`src/rtl/core/cldr_pkg.sv`:
```
// Shared types, command codes and the LCD set-up table of the character LCD refresher.
package cldr_pkg;

    localparam int COLUMNS_DEF = 20;
    localparam int ROWS_DEF    = 2;

    localparam int STEP_W = 4;
    localparam int WAIT_W = 13;

    localparam logic [7:0] CHAR_SPACE      = 8'h20;
    localparam logic [7:0] CMD_SET_DDRAM   = 8'h80;
    localparam logic [7:0] DDRAM_ROW1      = 8'h40;
    localparam logic [7:0] CMD_SET_CGRAM   = 8'h40;
    localparam logic [7:0] CMD_CLEAR       = 8'h01;
    localparam logic [7:0] CMD_FUNC_8BIT   = 8'h30;
    localparam logic [7:0] CMD_FUNC_2LINE  = 8'h38;
    localparam logic [7:0] CMD_DISPLAY_OFF = 8'h08;
    localparam logic [7:0] CMD_ENTRY_MODE  = 8'h06;
    localparam logic [7:0] CMD_DISPLAY_ON  = 8'h0C;

    localparam logic [WAIT_W-1:0] WAIT_NORMAL   = 13'd40;
    localparam logic [WAIT_W-1:0] WAIT_CLEAR    = 13'd1640;
    localparam logic [WAIT_W-1:0] WAIT_POWER_UP = 13'd4100;
    localparam logic [WAIT_W-1:0] WAIT_SHORT    = 13'd100;

    localparam logic [STEP_W-1:0] INIT_CLEAR_STEP = 4'd6;
    localparam logic [STEP_W-1:0] INIT_LAST_STEP  = 4'd8;
    localparam logic [STEP_W-1:0] GLYPH_LAST_STEP = 4'd8;

    typedef enum logic [2:0] {
        OP_WRITE_CELL   = 3'd0,
        OP_REFRESH      = 3'd1,
        OP_UPLOAD_GLYPH = 3'd2,
        OP_CLEAR        = 3'd3,
        OP_INIT         = 3'd4
    } op_t;

    typedef enum logic [2:0] {
        ST_IDLE,
        ST_SCAN,
        ST_ADDR,
        ST_CHAR,
        ST_GLYPH,
        ST_CLEAR,
        ST_INIT,
        ST_FLUSH
    } state_t;

    typedef enum logic [2:0] {
        EK_ADDR,
        EK_CHAR,
        EK_GLYPH,
        EK_CLEAR,
        EK_INIT
    } emit_kind_t;

    typedef struct packed {
        logic              cell_wr;
        logic              glyph_ld;
        logic              emit;
        emit_kind_t        kind;
        logic [STEP_W-1:0] step;
        logic              shadow_wr;
        logic              clear;
        logic              cursor_adv;
        logic              cursor_forget;
    } dp_cmd_t;

    typedef struct packed {
        logic diff;
        logic cursor_here;
    } dp_stat_t;

    typedef struct packed {
        logic [7:0]        lcd_byte;
        logic              is_data;
        logic [WAIT_W-1:0] wait_us;
    } lcd_word_t;

    // Power-on set-up sequence for an 8-bit bus; the clear sits at INIT_CLEAR_STEP.
    function automatic lcd_word_t init_word(input logic [STEP_W-1:0] step);
        lcd_word_t w;
        w.is_data = 1'b0;
        case (step)
            4'd0:    begin w.lcd_byte = CMD_FUNC_8BIT;   w.wait_us = WAIT_POWER_UP; end
            4'd1:    begin w.lcd_byte = CMD_FUNC_8BIT;   w.wait_us = WAIT_SHORT;    end
            4'd2:    begin w.lcd_byte = CMD_FUNC_8BIT;   w.wait_us = WAIT_POWER_UP; end
            4'd3:    begin w.lcd_byte = CMD_FUNC_2LINE;  w.wait_us = WAIT_NORMAL;   end
            4'd4:    begin w.lcd_byte = CMD_FUNC_2LINE;  w.wait_us = WAIT_NORMAL;   end
            4'd5:    begin w.lcd_byte = CMD_DISPLAY_OFF; w.wait_us = WAIT_NORMAL;   end
            4'd6:    begin w.lcd_byte = CMD_CLEAR;       w.wait_us = WAIT_CLEAR;    end
            4'd7:    begin w.lcd_byte = CMD_ENTRY_MODE;  w.wait_us = WAIT_NORMAL;   end
            default: begin w.lcd_byte = CMD_DISPLAY_ON;  w.wait_us = WAIT_NORMAL;   end
        endcase
        return w;
    endfunction

endpackage

```
`src/rtl/core/cldr_dp.sv`:
```
// Datapath: screen and shadow buffers, cursor tracking and LCD byte selection.
module cldr_dp
    import cldr_pkg::*;
#(
    parameter int COLUMNS = COLUMNS_DEF,
    parameter int ROWS    = ROWS_DEF,
    localparam int NCELLS = ROWS * COLUMNS,
    localparam int AW     = (NCELLS > 1) ? $clog2(NCELLS) : 1,
    localparam int CIW    = (COLUMNS > 1) ? $clog2(COLUMNS) : 1,
    localparam int CW     = $clog2(COLUMNS + 1)
)
(
    input  logic            clk,
    input  logic            rst_n,
    input  dp_cmd_t         cmd,
    input  logic [AW-1:0]   rd_addr,
    input  logic [AW-1:0]   scan_idx,
    input  logic            scan_row,
    input  logic [CIW-1:0]  scan_col,
    input  logic            in_row,
    input  logic [4:0]      in_column,
    input  logic [7:0]      in_char_code,
    input  logic [2:0]      in_glyph_index,
    input  logic [63:0]     in_glyph_rows,
    output dp_stat_t        stat,
    output lcd_word_t       word
);

    logic [7:0]        screen_mem_reg [NCELLS];
    logic [7:0]        shadow_mem_reg [NCELLS];
    logic [NCELLS-1:0] screen_vld_reg;
    logic [NCELLS-1:0] shadow_vld_reg;
    logic [7:0]        screen_rd_reg;
    logic [7:0]        shadow_rd_reg;
    logic              screen_rd_vld_reg;
    logic              shadow_rd_vld_reg;
    logic [CW-1:0]     cur_col_reg;
    logic              cur_row_reg;
    logic              cur_known_reg;
    logic [2:0]        glyph_idx_reg;
    logic [63:0]       glyph_rows_reg;

    logic              cell_in_range;
    logic [AW-1:0]     cell_addr;
    logic [7:0]        screen_cur;
    logic [7:0]        shadow_cur;
    logic [2:0]        glyph_sel;

    assign cell_in_range = (int'(in_row) < ROWS) && (int'(in_column) < COLUMNS);
    assign cell_addr     = AW'(int'(in_row) * COLUMNS + int'(in_column));

    // A cell that has not been written since the last clear reads as a space.
    assign screen_cur = screen_rd_vld_reg ? screen_rd_reg : CHAR_SPACE;
    assign shadow_cur = shadow_rd_vld_reg ? shadow_rd_reg : CHAR_SPACE;

    assign stat.diff        = (screen_cur != shadow_cur);
    assign stat.cursor_here = cur_known_reg && (cur_col_reg == CW'(scan_col))
                              && (cur_row_reg == scan_row);

    always_ff @(posedge clk) begin
        if (cmd.cell_wr && cell_in_range) begin
            screen_mem_reg[cell_addr] <= in_char_code;
        end
        if (cmd.shadow_wr) begin
            shadow_mem_reg[scan_idx] <= screen_cur;
        end
        screen_rd_reg <= screen_mem_reg[rd_addr];
        shadow_rd_reg <= shadow_mem_reg[rd_addr];
        if (cmd.glyph_ld) begin
            glyph_idx_reg  <= in_glyph_index;
            glyph_rows_reg <= in_glyph_rows;
        end
    end

    always_ff @(posedge clk or negedge rst_n) begin
        if (!rst_n) begin
            screen_vld_reg    <= '0;
            shadow_vld_reg    <= '0;
            screen_rd_vld_reg <= 1'b0;
            shadow_rd_vld_reg <= 1'b0;
            cur_col_reg       <= '0;
            cur_row_reg       <= 1'b0;
            cur_known_reg     <= 1'b0;
        end
        else begin
            screen_rd_vld_reg <= screen_vld_reg[rd_addr];
            shadow_rd_vld_reg <= shadow_vld_reg[rd_addr];
            if (cmd.clear) begin
                screen_vld_reg <= '0;
                shadow_vld_reg <= '0;
                cur_col_reg    <= '0;
                cur_row_reg    <= 1'b0;
                cur_known_reg  <= 1'b1;
            end
            else begin
                if (cmd.cell_wr && cell_in_range) begin
                    screen_vld_reg[cell_addr] <= 1'b1;
                end
                if (cmd.shadow_wr) begin
                    shadow_vld_reg[scan_idx] <= 1'b1;
                end
                if (cmd.cursor_adv) begin
                    cur_col_reg   <= CW'(scan_col) + CW'(1);
                    cur_row_reg   <= scan_row;
                    cur_known_reg <= 1'b1;
                end
                else if (cmd.cursor_forget) begin
                    cur_known_reg <= 1'b0;
                end
            end
        end
    end

    assign glyph_sel = 3'(cmd.step - 1'b1);

    always_comb begin
        word.is_data = 1'b0;
        word.wait_us = WAIT_NORMAL;
        word.lcd_byte = CMD_CLEAR;
        case (cmd.kind)
            EK_ADDR: begin
                word.lcd_byte = CMD_SET_DDRAM + (scan_row ? DDRAM_ROW1 : 8'h00)
                                + 8'(scan_col);
            end
            EK_CHAR: begin
                word.lcd_byte = screen_cur;
                word.is_data  = 1'b1;
            end
            EK_GLYPH: begin
                if (cmd.step == '0) begin
                    word.lcd_byte = CMD_SET_CGRAM + {2'b00, glyph_idx_reg, 3'b000};
                end
                else begin
                    word.lcd_byte = glyph_rows_reg[{glyph_sel, 3'b000} +: 8];
                    word.is_data  = 1'b1;
                end
            end
            EK_CLEAR: begin
                word.lcd_byte = CMD_CLEAR;
                word.wait_us  = WAIT_CLEAR;
            end
            EK_INIT: begin
                word = init_word(cmd.step);
            end
            default: begin
                word.lcd_byte = CMD_CLEAR;
            end
        endcase
    end

endmodule

```
`src/rtl/core/cldr_out.sv`:
```
// Output stage: one pending word that learns its last flag, then the stream output register.
module cldr_out
    import cldr_pkg::*;
(
    input  logic        clk,
    input  logic        rst_n,
    input  logic        emit,
    input  logic        flush,
    input  lcd_word_t   word,
    output logic        room,
    input  logic        m_axis_tready,
    output logic        m_axis_tvalid,
    output logic [23:0] m_axis_tdata,   // lcd_byte[7:0], wait_us[20:8], zero fill
    output logic [0:0]  m_axis_tuser,   // is_data
    output logic        m_axis_tlast
);

    logic      pend_valid_reg;
    logic      pend_valid_next;
    lcd_word_t pend_word_reg;
    logic      out_valid_reg;
    logic      out_valid_next;
    lcd_word_t out_word_reg;
    logic      out_last_reg;
    logic      out_free;
    logic      move;

    always_comb begin
        out_free = !out_valid_reg || m_axis_tready;
        room     = !pend_valid_reg || out_free;
        // The pending word leaves when a newer word replaces it or the item closes.
        move     = pend_valid_reg && out_free && (emit || flush);
        pend_valid_next = pend_valid_reg;
        if (emit) begin
            pend_valid_next = 1'b1;
        end
        else if (move) begin
            pend_valid_next = 1'b0;
        end
        out_valid_next = out_free ? move : out_valid_reg;
    end

    always_ff @(posedge clk or negedge rst_n) begin
        if (!rst_n) begin
            pend_valid_reg <= 1'b0;
            out_valid_reg  <= 1'b0;
        end
        else begin
            pend_valid_reg <= pend_valid_next;
            out_valid_reg  <= out_valid_next;
        end
    end

    always_ff @(posedge clk) begin
        if (emit) begin
            pend_word_reg <= word;
        end
        if (move) begin
            out_word_reg <= pend_word_reg;
            out_last_reg <= flush;
        end
    end

    assign m_axis_tvalid = out_valid_reg;
    assign m_axis_tdata  = {3'b000, out_word_reg.wait_us, out_word_reg.lcd_byte};
    assign m_axis_tuser  = out_word_reg.is_data;
    assign m_axis_tlast  = out_last_reg;

`ifndef SYNTHESIS
    a_emit_has_room: assert property (@(posedge clk) disable iff (!rst_n)
        emit |-> room)
        else $error("word emitted while the output stage is full");

    a_emit_not_flush: assert property (@(posedge clk) disable iff (!rst_n)
        emit |-> !flush)
        else $error("emit and flush requested together");

    a_flush_drains: assert property (@(posedge clk) disable iff (!rst_n)
        (flush && room) |=> !pend_valid_reg)
        else $error("pending word not drained at item close");

    a_emit_fills: assert property (@(posedge clk) disable iff (!rst_n)
        emit |=> pend_valid_reg)
        else $error("emitted word not held as pending");
`endif

endmodule

```
`src/rtl/core/cldr_ctrl.sv`:
```
// Controller: item decode, refresh scan sequencing and byte emission steps.
module cldr_ctrl
    import cldr_pkg::*;
#(
    parameter int COLUMNS = COLUMNS_DEF,
    parameter int ROWS    = ROWS_DEF,
    localparam int NCELLS = ROWS * COLUMNS,
    localparam int AW     = (NCELLS > 1) ? $clog2(NCELLS) : 1,
    localparam int CIW    = (COLUMNS > 1) ? $clog2(COLUMNS) : 1
)
(
    input  logic            clk,
    input  logic            rst_n,
    input  logic            s_valid,
    output logic            s_ready,
    input  logic [2:0]      s_op,
    input  dp_stat_t        stat,
    input  logic            room,
    output dp_cmd_t         cmd,
    output logic            flush,
    output logic [AW-1:0]   rd_addr,
    output logic [AW-1:0]   scan_idx,
    output logic            scan_row,
    output logic [CIW-1:0]  scan_col
);

    state_t            state_reg, state_next;
    logic [AW-1:0]     idx_reg, idx_next;
    logic              row_reg, row_next;
    logic [CIW-1:0]    col_reg, col_next;
    logic [STEP_W-1:0] step_reg, step_next;

    logic              last_cell;
    logic [AW-1:0]     idx_inc;

    assign last_cell = (idx_reg == AW'(NCELLS - 1));
    assign idx_inc   = AW'(idx_reg + 1'b1);
    assign scan_idx  = idx_reg;
    assign scan_row  = row_reg;
    assign scan_col  = col_reg;

    always_ff @(posedge clk or negedge rst_n) begin
        if (!rst_n) begin
            state_reg <= ST_IDLE;
            idx_reg   <= '0;
            row_reg   <= 1'b0;
            col_reg   <= '0;
            step_reg  <= '0;
        end
        else begin
            state_reg <= state_next;
            idx_reg   <= idx_next;
            row_reg   <= row_next;
            col_reg   <= col_next;
            step_reg  <= step_next;
        end
    end

    always_comb begin
        state_next = state_reg;
        idx_next   = idx_reg;
        row_next   = row_reg;
        col_next   = col_reg;
        step_next  = step_reg;
        cmd        = '0;
        cmd.kind   = EK_CHAR;
        cmd.step   = step_reg;
        flush      = 1'b0;
        s_ready    = 1'b0;
        rd_addr    = idx_reg;

        case (state_reg)
            ST_IDLE: begin
                s_ready = 1'b1;
                rd_addr = '0;
                if (s_valid) begin
                    case (op_t'(s_op))
                        OP_WRITE_CELL: begin
                            cmd.cell_wr = 1'b1;
                        end
                        OP_REFRESH: begin
                            idx_next   = '0;
                            row_next   = 1'b0;
                            col_next   = '0;
                            state_next = ST_SCAN;
                        end
                        OP_UPLOAD_GLYPH: begin
                            cmd.glyph_ld = 1'b1;
                            step_next    = '0;
                            state_next   = ST_GLYPH;
                        end
                        OP_CLEAR: begin
                            state_next = ST_CLEAR;
                        end
                        OP_INIT: begin
                            step_next  = '0;
                            state_next = ST_INIT;
                        end
                        default: begin
                            state_next = ST_IDLE;
                        end
                    endcase
                end
            end

            ST_SCAN: begin
                if (stat.diff) begin
                    state_next = stat.cursor_here ? ST_CHAR : ST_ADDR;
                end
                else if (last_cell) begin
                    state_next = ST_FLUSH;
                end
                else begin
                    rd_addr  = idx_inc;
                    idx_next = idx_inc;
                    if (col_reg == CIW'(COLUMNS - 1)) begin
                        col_next = '0;
                        row_next = 1'b1;
                    end
                    else begin
                        col_next = CIW'(col_reg + 1'b1);
                    end
                end
            end

            ST_ADDR: begin
                if (room) begin
                    cmd.emit   = 1'b1;
                    cmd.kind   = EK_ADDR;
                    state_next = ST_CHAR;
                end
            end

            ST_CHAR: begin
                if (room) begin
                    cmd.emit       = 1'b1;
                    cmd.kind       = EK_CHAR;
                    cmd.shadow_wr  = 1'b1;
                    cmd.cursor_adv = 1'b1;
                    if (last_cell) begin
                        state_next = ST_FLUSH;
                    end
                    else begin
                        rd_addr    = idx_inc;
                        idx_next   = idx_inc;
                        state_next = ST_SCAN;
                        if (col_reg == CIW'(COLUMNS - 1)) begin
                            col_next = '0;
                            row_next = 1'b1;
                        end
                        else begin
                            col_next = CIW'(col_reg + 1'b1);
                        end
                    end
                end
            end

            ST_GLYPH: begin
                cmd.kind = EK_GLYPH;
                if (room) begin
                    cmd.emit = 1'b1;
                    if (step_reg == GLYPH_LAST_STEP) begin
                        cmd.cursor_forget = 1'b1;
                        state_next        = ST_FLUSH;
                    end
                    else begin
                        step_next = step_reg + 1'b1;
                    end
                end
            end

            ST_CLEAR: begin
                cmd.kind = EK_CLEAR;
                if (room) begin
                    cmd.emit   = 1'b1;
                    cmd.clear  = 1'b1;
                    state_next = ST_FLUSH;
                end
            end

            ST_INIT: begin
                cmd.kind = EK_INIT;
                if (room) begin
                    cmd.emit  = 1'b1;
                    cmd.clear = (step_reg == INIT_CLEAR_STEP);
                    if (step_reg == INIT_LAST_STEP) begin
                        state_next = ST_FLUSH;
                    end
                    else begin
                        step_next = step_reg + 1'b1;
                    end
                end
            end

            ST_FLUSH: begin
                flush = 1'b1;
                if (room) begin
                    state_next = ST_IDLE;
                end
            end

            default: begin
                state_next = ST_IDLE;
            end
        endcase
    end

endmodule

```
`src/rtl/core/char_lcd_diff_refresher.sv`:
```
// Top level of the character LCD refresher: input decode, controller, datapath, output stage.
//
//  Channel  | Direction | tdata (low bit up)                              | tuser   | tlast
//  ---------+-----------+-------------------------------------------------+---------+------
//  s_axis   | in        | row, column, char_code, glyph_index, glyph_rows | op      | -
//  m_axis   | out       | lcd_byte, wait_us                               | is_data | last
//
// A refresh walks the screen through one read port of the two cell buffers: an unchanged
// cell takes a scan step, a changed cell a scan step and a character step, with an address
// command step ahead of the character unless the cursor is known to be there already. A
// flush step closes a refresh, a glyph upload, a clear and an init.
// Reset clears the control state and the per-cell valid bits at once; no clearing pass.
// When the output side stalls, the controller holds in place until the output stage has
// room; the next word is accepted while the final result of the previous one waits.
module char_lcd_diff_refresher
    import cldr_pkg::*;
#(
    parameter int COLUMNS = COLUMNS_DEF,
    parameter int ROWS    = ROWS_DEF
)
(
    input  logic        clk,
    input  logic        rst_n,
    input  logic        s_axis_tvalid,
    output logic        s_axis_tready,
    input  logic [87:0] s_axis_tdata,   // row[0], column[5:1], char_code[13:6],
                                        // glyph_index[16:14], glyph_rows[80:17], zero fill
    input  logic [2:0]  s_axis_tuser,   // op
    output logic        m_axis_tvalid,
    input  logic        m_axis_tready,
    output logic [23:0] m_axis_tdata,   // lcd_byte[7:0], wait_us[20:8], zero fill
    output logic [0:0]  m_axis_tuser,   // is_data
    output logic        m_axis_tlast
);

    localparam int NCELLS = ROWS * COLUMNS;
    localparam int AW     = (NCELLS > 1) ? $clog2(NCELLS) : 1;
    localparam int CIW    = (COLUMNS > 1) ? $clog2(COLUMNS) : 1;

    // Fields of the incoming word.
    logic        in_row;
    logic [4:0]  in_column;
    logic [7:0]  in_char_code;
    logic [2:0]  in_glyph_index;
    logic [63:0] in_glyph_rows;

    assign in_row         = s_axis_tdata[0];
    assign in_column      = s_axis_tdata[5:1];
    assign in_char_code   = s_axis_tdata[13:6];
    assign in_glyph_index = s_axis_tdata[16:14];
    assign in_glyph_rows  = s_axis_tdata[80:17];

    dp_cmd_t        cmd;
    dp_stat_t       stat;
    lcd_word_t      word;
    logic           room;
    logic           flush;
    logic [AW-1:0]  rd_addr;
    logic [AW-1:0]  scan_idx;
    logic           scan_row;
    logic [CIW-1:0] scan_col;

    // The controller sequences every item; it talks to the datapath through the command
    // and status structs, the read address and the scan position.
    cldr_ctrl #(
        .COLUMNS (COLUMNS),
        .ROWS    (ROWS)
    ) u_ctrl (
        .clk      (clk),
        .rst_n    (rst_n),
        .s_valid  (s_axis_tvalid),
        .s_ready  (s_axis_tready),
        .s_op     (s_axis_tuser),
        .stat     (stat),
        .room     (room),
        .cmd      (cmd),
        .flush    (flush),
        .rd_addr  (rd_addr),
        .scan_idx (scan_idx),
        .scan_row (scan_row),
        .scan_col (scan_col)
    );

    // Screen and shadow buffers live here, together with the tracked panel cursor.
    cldr_dp #(
        .COLUMNS (COLUMNS),
        .ROWS    (ROWS)
    ) u_dp (
        .clk            (clk),
        .rst_n          (rst_n),
        .cmd            (cmd),
        .rd_addr        (rd_addr),
        .scan_idx       (scan_idx),
        .scan_row       (scan_row),
        .scan_col       (scan_col),
        .in_row         (in_row),
        .in_column      (in_column),
        .in_char_code   (in_char_code),
        .in_glyph_index (in_glyph_index),
        .in_glyph_rows  (in_glyph_rows),
        .stat           (stat),
        .word           (word)
    );

    // The last byte of a refresh is only known once the scan ends, so each byte
    // waits as the pending word of the output stage until its last flag is settled.
    cldr_out u_out (
        .clk           (clk),
        .rst_n         (rst_n),
        .emit          (cmd.emit),
        .flush         (flush),
        .word          (word),
        .room          (room),
        .m_axis_tready (m_axis_tready),
        .m_axis_tvalid (m_axis_tvalid),
        .m_axis_tdata  (m_axis_tdata),
        .m_axis_tuser  (m_axis_tuser),
        .m_axis_tlast  (m_axis_tlast)
    );

endmodule

```
`config.mk`:
```
export PLATFORM = sky130hd
export DESIGN_NAME = char_lcd_diff_refresher
export DESIGN_NICKNAME = d
export VERILOG_FILES = /design/src/rtl/core/cldr_pkg.sv /design/src/rtl/core/cldr_dp.sv /design/src/rtl/core/cldr_out.sv /design/src/rtl/core/cldr_ctrl.sv /design/src/rtl/core/char_lcd_diff_refresher.sv
export SDC_FILE = /design/constraint.sdc
export NUM_CORES = 1
export LEC_CHECK = 0
export BUFFER_PORTS_ARGS = -buffer_cell sky130_fd_sc_hd__buf_2
export CAP_MARGIN = 20
export CORE_MARGIN = 10
export CORE_UTILIZATION = 60
export DETAILED_ROUTE_END_ITERATION = 16
export PLACE_DENSITY = 0.77
export SYNTH_ARGS = -nofsm -noshare
export SYNTH_HDL_FRONTEND = slang
export SYNTH_HIERARCHICAL = 1
export SYNTH_SLANG_ARGS = --single-unit
```
`constraint.sdc`:
```
create_clock -name clk -period 6.3 [get_ports clk]
set_input_delay 0 -clock clk [delete_from_list [all_inputs] [get_ports clk]]
set_output_delay 0 -clock clk [all_outputs]
set_load 0.005 [all_outputs]
```
==> flow_summary.ini, run 1 <==
[synth]
ys_async_sr_fraction = 0.1253
synth_top_cells_by_area = edfxtp_1 63%, dfrtp_1 7.7%, mux2i_1 6.9%
synth_top_cell_by_area = edfxtp_1
synth.distinct_cells = 88
ys.warnings.count = 6
synth_edf_count = 752
avgSynthCellArea_um2 = 16.19
syn_area_um2 = 35800
synthCells = 2211
synthMostInstantiatedCell = edfxtp_1
synth_commonest_cells = 752 x edfxtp_1, 247 x mux2i_1, 236 x nor2_1, 110 x dfrtp_1, 106 x a22oi_1
synth_top_area_frac = 0.6308
synth_flop_cell = edfxtp_1
seq_area_frac_synth = 0.7166
synth_seq_cells = 878

[grt]
grt_max_degree = 88
grt-ovfl-total = 0
first_global_vias = 21271
antenna_found_initial = 5
grt_pass1_wl_mm = 129.8
grt_usage = 0.2429

[clock_tree]
root_buffer = clkbuf_16
clockBufferDepth = 3
cts.sinks = 878
cts_tree = built
cts_hold_buffers = 86
clk_latency_ps = 640
cts-htree-levels = 3
cts_setup_buffers = 0
cts_buffers = 85
clk_pin_slew_ps = 60
post_cts.resized_instances = 0

[sta]
fin_setup_tns_ps = 0
min_period_ps = 5686
worst_slack_ps = 614.5
maxSlewHeadroom = 0.1964
clock_skew_ps = 24.12
fmax_ghz = 0.1759
rsz0062_at_grt = no
setup_violations = 0
hold_viol_final = 0
worst_slew_pin_slew_ps = 1201
slew_violations = 0
post-route-period-util = 0.9025

[floorplan]
die_h_um = 264.3
floorplan.die_area_um2 = 69840
io_pins = 123
fp.dieW_um = 264.3
rows = 89
initial_utilization = 0.6066
core_area_um2 = 59020

[drt]
postRouteAntennaNets = 0
drtPass1Iterations = 6
drt_iter0_drc = 2756
wl_per_cell_um = 26.25
vias = 20958
wl_mm = 85.98
avgViaCountPerCell = 6.399
drc = 0

[cells_and_area]
drive_gt1_frac = 0.1687
postLayoutCellArea_um2 = 40830
final.fill_count = 3658
fin_nets = 2536
area_growth_pct = 14.04

[critical_path]
critPathRequiredTime_ps = 6740
worst_setup_path_end_kind = flop
cp_cell_sequence = nand2_1, nor4b_1, a31o_2, a32oi_1, or4_1, nand2b_1, nand3_2, nor2_1, nor2_1, a21oi_4, nor2b_4, buf_4, a221oi_1, a221oi_1, a22oi_1
crit_slowest_cell = a221oi_1
cp.arrival_ps = 6130
worstSetupPathType = flop to flop
crit_path_start_kind = flop
cpLargestDelayFamily = simple AND/OR/NAND/NOR gates
cp_max_fo = 18
path_buf_inv = 1
cp_slowest_stage_delay_ps = 680

[min_path]
min_path_type = input pin to flop

[power]
peakVddDrop_v = 0.0006318
powerDensity_nw_per_um2 = 515.8
p_leak_nw = 14.28

[placed_design]
placed_cell_area_um2 = 37170
post-place-ws_ps = 745.4
place_congestion = 0.9104
portBuffers = 112
place.detailed.hpwl_mm = 52.52

[outcome]
status = finished, final reports clean

[job]
max-cap-violations = 0
## cell families (layout without fill, tap and decap cells)
kind of cell | after synthesis | in the layout | synth area share
other | 2 | 16 | 0.0002098
and+or+nand+nor | 455 | 455 | 0.06046
DFF | 878 | 878 | 0.7166
AOI/OAI and AO/OA | 354 | 354 | 0.06668
xor gates and xnor gates | 14 | 14 | 0.003425
buffers and inverters | 152 | 429 | 0.02359
adders and majority gates | 15 | 15 | 0.005242
muxes | 341 | 341 | 0.1238
## placed cells by master, fill, tap and decap left out, types with 10 or more instances in the layout
master / count
mux2_2: 12
dfrtp_1: 110
buf_2: 111
nor2b_1: 28
nor3_1: 23
mux2i_1: 247
ha_1: 15
nand2_1: 56
inv_1: 19
or4_1: 13
dfxtp_1: 16
clkinv_2: 14
clkinv_1: 22
o21ai_0: 26
nor2_1: 233
a22oi_1: 106
o21ai_1: 20
clkbuf_16: 85
nand3_1: 19
a21oi_1: 104
nand2b_1: 19
mux4_2: 80
a22o_1: 10
clkbuf_1: 15
dlygate4sd3_1: 85
edfxtp_1: 752
buf_4: 44
buf_12: 10
a211oi_1: 11
## area by class of cell
class	instances	area, um^2	share of cell area
sequential	878	25650	0.6284
clock buffer	104	2238	0.05483
timing repair buffer	253	1994	0.04885
tap	773	967.2	0.02369
multi-input combinational	1188	9384	0.2298
antenna	7	17.52	0.0004290
clock inverter	52	496.7	0.01217
inverter	20	75.07	0.001839
## final timing paths
path	slack (ps)	end	start	cells past startpoint
setup reg to reg	610	u_dp/screen_rd_reg[7]$_DFF_P_	u_dp/screen_rd_vld_reg$_DFF_PN0_	15
hold reg to reg	420	u_out/m_axis_tdata[20]$_DFFE_PP_	u_out/pend_word_reg[12]$_DFFE_PP_	0
setup / recovery	610	u_dp/screen_rd_reg[7]$_DFF_P_	u_dp/screen_rd_vld_reg$_DFF_PN0_	15
min in group asynchronous	460	u_dp/screen_vld_reg[37]$_DFFE_PN0P_	rst_n	4
hold / removal	50	u_dp/screen_mem_reg[3][5]$_DFFE_PP_	s_axis_tdata[11]	1
max in group asynchronous	4820	u_dp/shadow_vld_reg[38]$_DFFE_PN0P_	rst_n	4
## report_power, final
part           total (mW)  internal [mW]  switching [mW]
logic                8.74           3.59            5.15
registers            7.30           6.95           0.352
clock network        5.02           2.90            2.12
total                21.1           13.4            7.62
## per-layer routing
metal / GRT usage / up-vias / wire, um
met1: 0.3167 / 10572 / 32680
li1: - / 9018 / -
met5: 0 / - / 0
met4: 0.1004 / 0 / 3164
met2: 0.3943 / 1141 / 42050
met3: 0.05021 / 227 / 8087
## stage by stage
step	util	power (mW)	std cells	hold WS, ps
2_1_floorplan	-	13.54	2218	-295.6
3_3_place_gp	0.6294	15.64	3023	-25.76
3_5_place_dp	0.6299	15.87	3024	-18.84
4_1_cts	0.6910	20.94	3266	27.17
5_1_grt	0.6917	21.88	3273	56.43
6_report	0.6918	21.06	3275	45.70
Note: power is estimated with default switching activity, not from simulation.
==> run 2: changes to the inputs <==
--- a/config.mk
+++ b/config.mk
@@ -8,9 +8,9 @@
 export BUFFER_PORTS_ARGS = -buffer_cell sky130_fd_sc_hd__buf_2
 export CAP_MARGIN = 20
 export CORE_MARGIN = 10
-export CORE_UTILIZATION = 60
+export CORE_UTILIZATION = 35
 export DETAILED_ROUTE_END_ITERATION = 16
-export PLACE_DENSITY = 0.77
+export PLACE_DENSITY = 0.5
 export SYNTH_ARGS = -nofsm -noshare
 export SYNTH_HDL_FRONTEND = slang
 export SYNTH_HIERARCHICAL = 1
==> run 2 against run 1 <==
Net effect: the run now ends with negative hold slack left; clock skew down 2.1 ps; power rose by 2.9%; flip-flop and latch count is the same; non-clock buffer count grew 1; clock-buffer cell count grew 9; combinational power up 0.7%; worst setup slack better by 180 ps; register-to-register slack improved by 180 ps.
==> flow_summary.ini, run 2 (same netlist as run 1, synthesis figures left out) <==
[placed_design]
place_congestion = 0.8006
portBuffers = 112
place.detailed.hpwl_mm = 59.12

[job]
max-cap-violations = 0

[grt]
grt-ovfl-total = 0
grt_max_degree = 69
grt_usage = 0.1554
first_global_vias = 20475
grt_pass1_wl_mm = 136.1
antenna_found_initial = 5

[floorplan]
floorplan.die_area_um2 = 115500
core_area_um2 = 101700
die_h_um = 339.8
initial_utilization = 0.3519
io_pins = 123
rows = 117
fp.dieW_um = 339.8

[cells_and_area]
drive_gt1_frac = 0.1768
fin_nets = 2545
final.fill_count = 9152
final_common_cell = edfxtp_1
most-common-layout-cells = 752 x edfxtp_1, 247 x mux2i_1, 233 x nor2_1
area_growth_pct = 17.16

[sta]
min_period_ps = 5510
hold_viol_final = 3
worst_slew_pin_slew_ps = 1127
rsz0062_at_grt = no
post-route-period-util = 0.8746
maxSlewHeadroom = 0.2456
fin_setup_tns_ps = 0
fmax_ghz = 0.1815
holdWs_ps = -1.161
setup_violations = 0
slew_violations = 0
clock_skew_ps = 22.07

[critical_path]
critPathRequiredTime_ps = 6830
cp.arrival_ps = 6040
crit_path_start_kind = flop
crit_slowest_cell = or4_1
cp_cell_sequence = and2_2, and4bb_2, a31o_1, a22oi_1, or4_1, nand2b_1, nand3_2, nor2_1, nor2_1, a21oi_4, buf_12, mux4_2, a22oi_1, a21boi_1, a2111oi_1, a21oi_1
worstSetupPathType = flop to flop
cp_slowest_stage_delay_ps = 670
cp_max_fo = 47
worst_setup_path_end_kind = flop

[power]
power_switching_mw = 7.868
peakVddDrop_v = 0.0004142
comb_power_share = 0.406
p_leak_nw = 14.46
p_int_mw = 13.81
clock_power_share = 0.258
finalPower_mw = 21.67
powerDensity_nw_per_um2 = 516.7
p_seq_frac = 0.336
swShare = 0.3630

[drt]
drc = 0
postRouteAntennaNets = 0
drt_iter0_drc = 1558
drtPass1Iterations = 5
avgViaCountPerCell = 5.163
vias = 20032
wl_mm = 91.67
wl_per_cell_um = 23.63

[clock_tree]
post_cts.resized_instances = 0
clockBufferDepth = 3
cts-htree-levels = 3
cts_tree = built
cts.sinks = 878
root_buffer = clkbuf_16
cts_buffers = 93
clk_pin_slew_ps = 60
clk_latency_ps = 660

[outcome]
violations = negative hold slack
status = finished with violations

[min_path]
min_path_type = input pin to flop
run 2: changes by cell type in the layout (fill, tap and decap cells not counted), sizes merged:
| cell | before | now |
|---|---|---|
| buf | 168 | 169 |
| dlygate4sd3 | 85 | 84 |
| clkinvlp | 1 | 3 |
| bufinv | 9 | 13 |
| clkbuf | 104 | 114 |
| diode | 7 | 1 |
run 2: critical path: cells and delay by family, from the launching register on:
kind / cells / cell delay [ps]
simple gates: 7 / 2170
flops: 1 / 470
mux: 1 / 570
buf+inv: 1 / 400
compound gates: 7 / 1670
run 2: worst paths after layout:
kind | start | end | slack (ps) | cells past startpoint
setup / recovery | u_dp/screen_rd_vld_reg$_DFF_PN0_ | u_dp/screen_rd_reg[1]$_DFF_P_ | 790 | 16
hold / removal | s_axis_tdata[10] | u_dp/screen_mem_reg[2][4]$_DFFE_PP_ | -1 | 1
setup reg to reg | u_dp/screen_rd_vld_reg$_DFF_PN0_ | u_dp/screen_rd_reg[1]$_DFF_P_ | 790 | 16
hold reg to reg | u_out/pend_word_reg[10]$_DFFE_PP_ | u_out/m_axis_tdata[18]$_DFFE_PP_ | 420 | 0
max in group asynchronous | rst_n | u_dp/shadow_vld_reg[36]$_DFFE_PN0P_ | 5000 | 3
min in group asynchronous | rst_n | u_dp/screen_vld_reg[5]$_DFFE_PN0P_ | 90 | 2
run 2: area by class of cell:
class                           instances  area (um^2)  area share
Multi-Input combinational cell       1188         9393      0.2239
Timing Repair Buffer                  254         1961     0.04675
Tap cell                             1368         1712     0.04081
Clock inverter                         58        701.9     0.01674
Antenna cell                            1        2.502  0.00005966
Clock buffer                          113         2444     0.05826
Sequential cell                       878        25650      0.6117
Inverter                               20        75.07    0.001790
run 2: layer usage:
metal,track usage,share of wire,vias to the layer above
met4,0.04442,0.024,0
met5,0,0,-
met3,0.03007,0.061,121
met2,0.2501,0.47,525
li1,-,-,9022
met1,0.2125,0.44,10364
run 2: power groups by stage:
stage | sequential, mW | combinational [mW] | clock, mW
after floorplan | 7.25 | 6.30 | 0
after global placement | 7.38 | 8.69 | 0
after detailed placement | 7.40 | 8.81 | 0
after CTS | 7.28 | 8.89 | 5.75
after global routing | 7.32 | 9.47 | 5.98
final | 7.28 | 8.80 | 5.59
run 2: metrics by stage:
step	worst slack (ps)	instances	hold WS, ps	util	instance area [um^2]
global placement	840.3	3614	176.8	0.3720	37850
detailed placement	835.0	3617	178.2	0.3723	37880
global route	410.1	3879	33.68	0.4122	41940
finish	790.1	3880	-1.161	0.4122	41940
floorplan	1519	2218	-295.6	-	35830
CTS	812.9	3872	3.521	0.4115	41870
run 2: what timing repair did:
item | CTS | global route
setup buffers | 0 | 0
hold buffers | 84 | 0
endpoints found under the hold margin | 410 | 0
==> run 3: changes to the inputs <==
--- a/config.mk
+++ b/config.mk
@@ -11,6 +11,8 @@
 export CORE_UTILIZATION = 35
 export DETAILED_ROUTE_END_ITERATION = 16
 export PLACE_DENSITY = 0.5
+export REMOVE_ABC_BUFFERS = 1
+export SLEW_MARGIN = 20
 export SYNTH_ARGS = -nofsm -noshare
 export SYNTH_HDL_FRONTEND = slang
 export SYNTH_HIERARCHICAL = 1
==> run 3 against run 2 <==
Net effect: the run now ends clean; maximum frequency fell by 2.9%; hold slack improved by 13 ps; cell count rose by 0.26%; critical endpoint is now u_dp/screen_rd_reg[5]$_DFF_P_; largest cell class unchanged; largest power group unchanged; highest routed layer unchanged.
==> flow_summary.ini, run 3 (same netlist as run 1, synthesis figures left out) <==
[outcome]
status = finished, final reports clean

[sta]
worst_slew_pin_slew_ps = 1109
maxSlewHeadroom = 0.2578
clock_skew_ps = 38.13
rsz0062_at_grt = no
slew_violations = 0
hold_viol_final = 0
fmax_ghz = 0.1762
worst_slack_ps = 624.1
post-route-period-util = 0.9009
min_period_ps = 5676
setup_violations = 0

[clock_tree]
post_cts.resized_instances = 0
root_buffer = clkbuf_16
cts-htree-levels = 3
cts_hold_buffers = 86
cts_tree = built
cts_setup_buffers = 0
cts.sinks = 878
clockBufferDepth = 3
cts_buffers = 89
clk_pin_slew_ps = 60
clk_latency_ps = 670

[grt]
grt_pass1_wl_mm = 134.9
antenna_found_initial = 3
grt-ovfl-total = 0
grt_max_degree = 68
grt_usage = 0.1534
first_global_vias = 20745

[critical_path]
crit_path_end = u_dp/screen_rd_reg[5]$_DFF_P_
r2r_slack_ps = 620
crit_path_start_kind = flop
cp_cell_sequence = nand2b_2, nor4_1, a31o_2, a32oi_1, or4_1, nor2b_1, nor3_1, o21ai_0, nand2_4, buf_4, nor2_4, buf_12, a22oi_1, a21oi_1, or4_1, o21ai_1
cp_slowest_stage_delay_ps = 760
path_depth = 16
cp_max_fo = 23
worst_setup_path_end_kind = flop
worstSetupPathType = flop to flop
reg2reg_from = u_dp/screen_rd_vld_reg$_DFF_PN0_
rr_endpoint = u_dp/screen_rd_reg[5]$_DFF_P_
crit_slowest_cell = or4_1
r2r_cells = 16
startpoint = u_dp/screen_rd_vld_reg$_DFF_PN0_
cp.arrival_ps = 6220
cpLargestDelayFamily = simple AND/OR/NAND/NOR gates
path_buf_inv = 2
critPathRequiredTime_ps = 6840
timing.critical_path.mode_cell = or4_1

[floorplan]
die_h_um = 339.8
io_pins = 123
fp.dieW_um = 339.8
floorplan.die_area_um2 = 115500
initial_utilization = 0.3519
rows = 117
core_area_um2 = 101700

[power]
powerDensity_nw_per_um2 = 511.9
peakVddDrop_v = 0.0003343
finalPower_mw = 21.39
p_leak_nw = 14.40

[placed_design]
portBuffers = 112
placed_cell_area_um2 = 38050
place_congestion = 0.8156
place.detailed.hpwl_mm = 58.73
post-place-ws_ps = 625.4
place_inst = 3636

[drt]
drt_iter0_drc = 1598
drtPass1Iterations = 6
wl_per_cell_um = 23.17
wl_mm = 90.13
drc = 0
postRouteAntennaNets = 0
avgViaCountPerCell = 5.111
vias = 19882

[min_path]
min_path_type = input pin to flop

[cells_and_area]
drive_gt1_frac = 0.1785
most-common-layout-cells = 752 x edfxtp_1, 247 x mux2i_1, 228 x nor2_1
fin_nets = 2555
finalNonFillerCells = 3890
final_util = 0.4108
final.fill_count = 9223
area_growth_pct = 16.74
final_common_cell = edfxtp_1
postLayoutCellArea_um2 = 41800

[job]
max-cap-violations = 0
run 3: stage by stage:
step | hold slack [ps] | setup TNS, ps
finish | 11.56 | 0
global route | 31.30 | 0
CTS | 8.042 | 0
detailed placement | 59.98 | 0
global placement | 50.62 | 0
floorplan | -295.6 | -114730
run 3: final cells by class:
| type | count | area, um^2 | share of cell area |
|---|---|---|---|
| inverter | 20 | 75.07 | 0.001796 |
| clock buffer | 113 | 2359 | 0.05643 |
| multi-input combinational | 1188 | 9405 | 0.2250 |
| sequential | 878 | 25650 | 0.6138 |
| timing repair buffer | 268 | 2096 | 0.05014 |
| tap | 1368 | 1712 | 0.04095 |
| clock inverter | 54 | 491.7 | 0.01177 |
| antenna | 1 | 2.502 | 0.00005987 |
run 3: per-layer routing:
| layer | track usage | vias to the layer above | routed length [um] |
|---|---|---|---|
| met5 | 0 | - | 0 |
| met4 | 0.04724 | 0 | 2107 |
| met3 | 0.02357 | 109 | 4997 |
| met2 | 0.2595 | 539 | 44720 |
| met1 | 0.2016 | 10185 | 38300 |
| li1 | - | 9049 | - |
run 3: worst reg2reg max path, stage by stage, from the launching register on:
cell and delay [ps]:
dfrtp_1 660, nand2b_2 410, nor4_1 360, a31o_2 150, a32oi_1 50, or4_1 760, nor2b_1 240, nor3_1 340
o21ai_0 260, nand2_4 340, buf_4 460, nor2_4 190, buf_12 230, a22oi_1 210, a21oi_1 160, or4_1 570
o21ai_1 200
run 3: worst min path at each step:
stage | startpoint | to | slack [ps] | cells past startpoint
final | s_axis_tdata[10] | u_dp/screen_mem_reg[17][4]$_DFFE_PP_ | 10 | 1
after global placement | rst_n | u_ctrl/step_reg[3]$_DFFE_PN0P_ | 50 | 1
after detailed placement | rst_n | u_ctrl/step_reg[2]$_DFFE_PN0P_ | 60 | 1
after CTS | s_axis_tdata[32] | u_dp/glyph_rows_reg[15]$_DFFE_PP_ | 8 | 2
after global routing | s_axis_tdata[33] | u_dp/glyph_rows_reg[16]$_DFFE_PP_ | 30 | 2
after floorplan | rst_n | u_ctrl/scan_col[0]$_DFFE_PN0P_ | -300 | 0
run 3: power by group:
group / switching, mW / internal [mW]
logic: 5.24 / 3.71
registers: 0.346 / 6.95
clock network: 2.19 / 2.95
total: 7.78 / 13.6
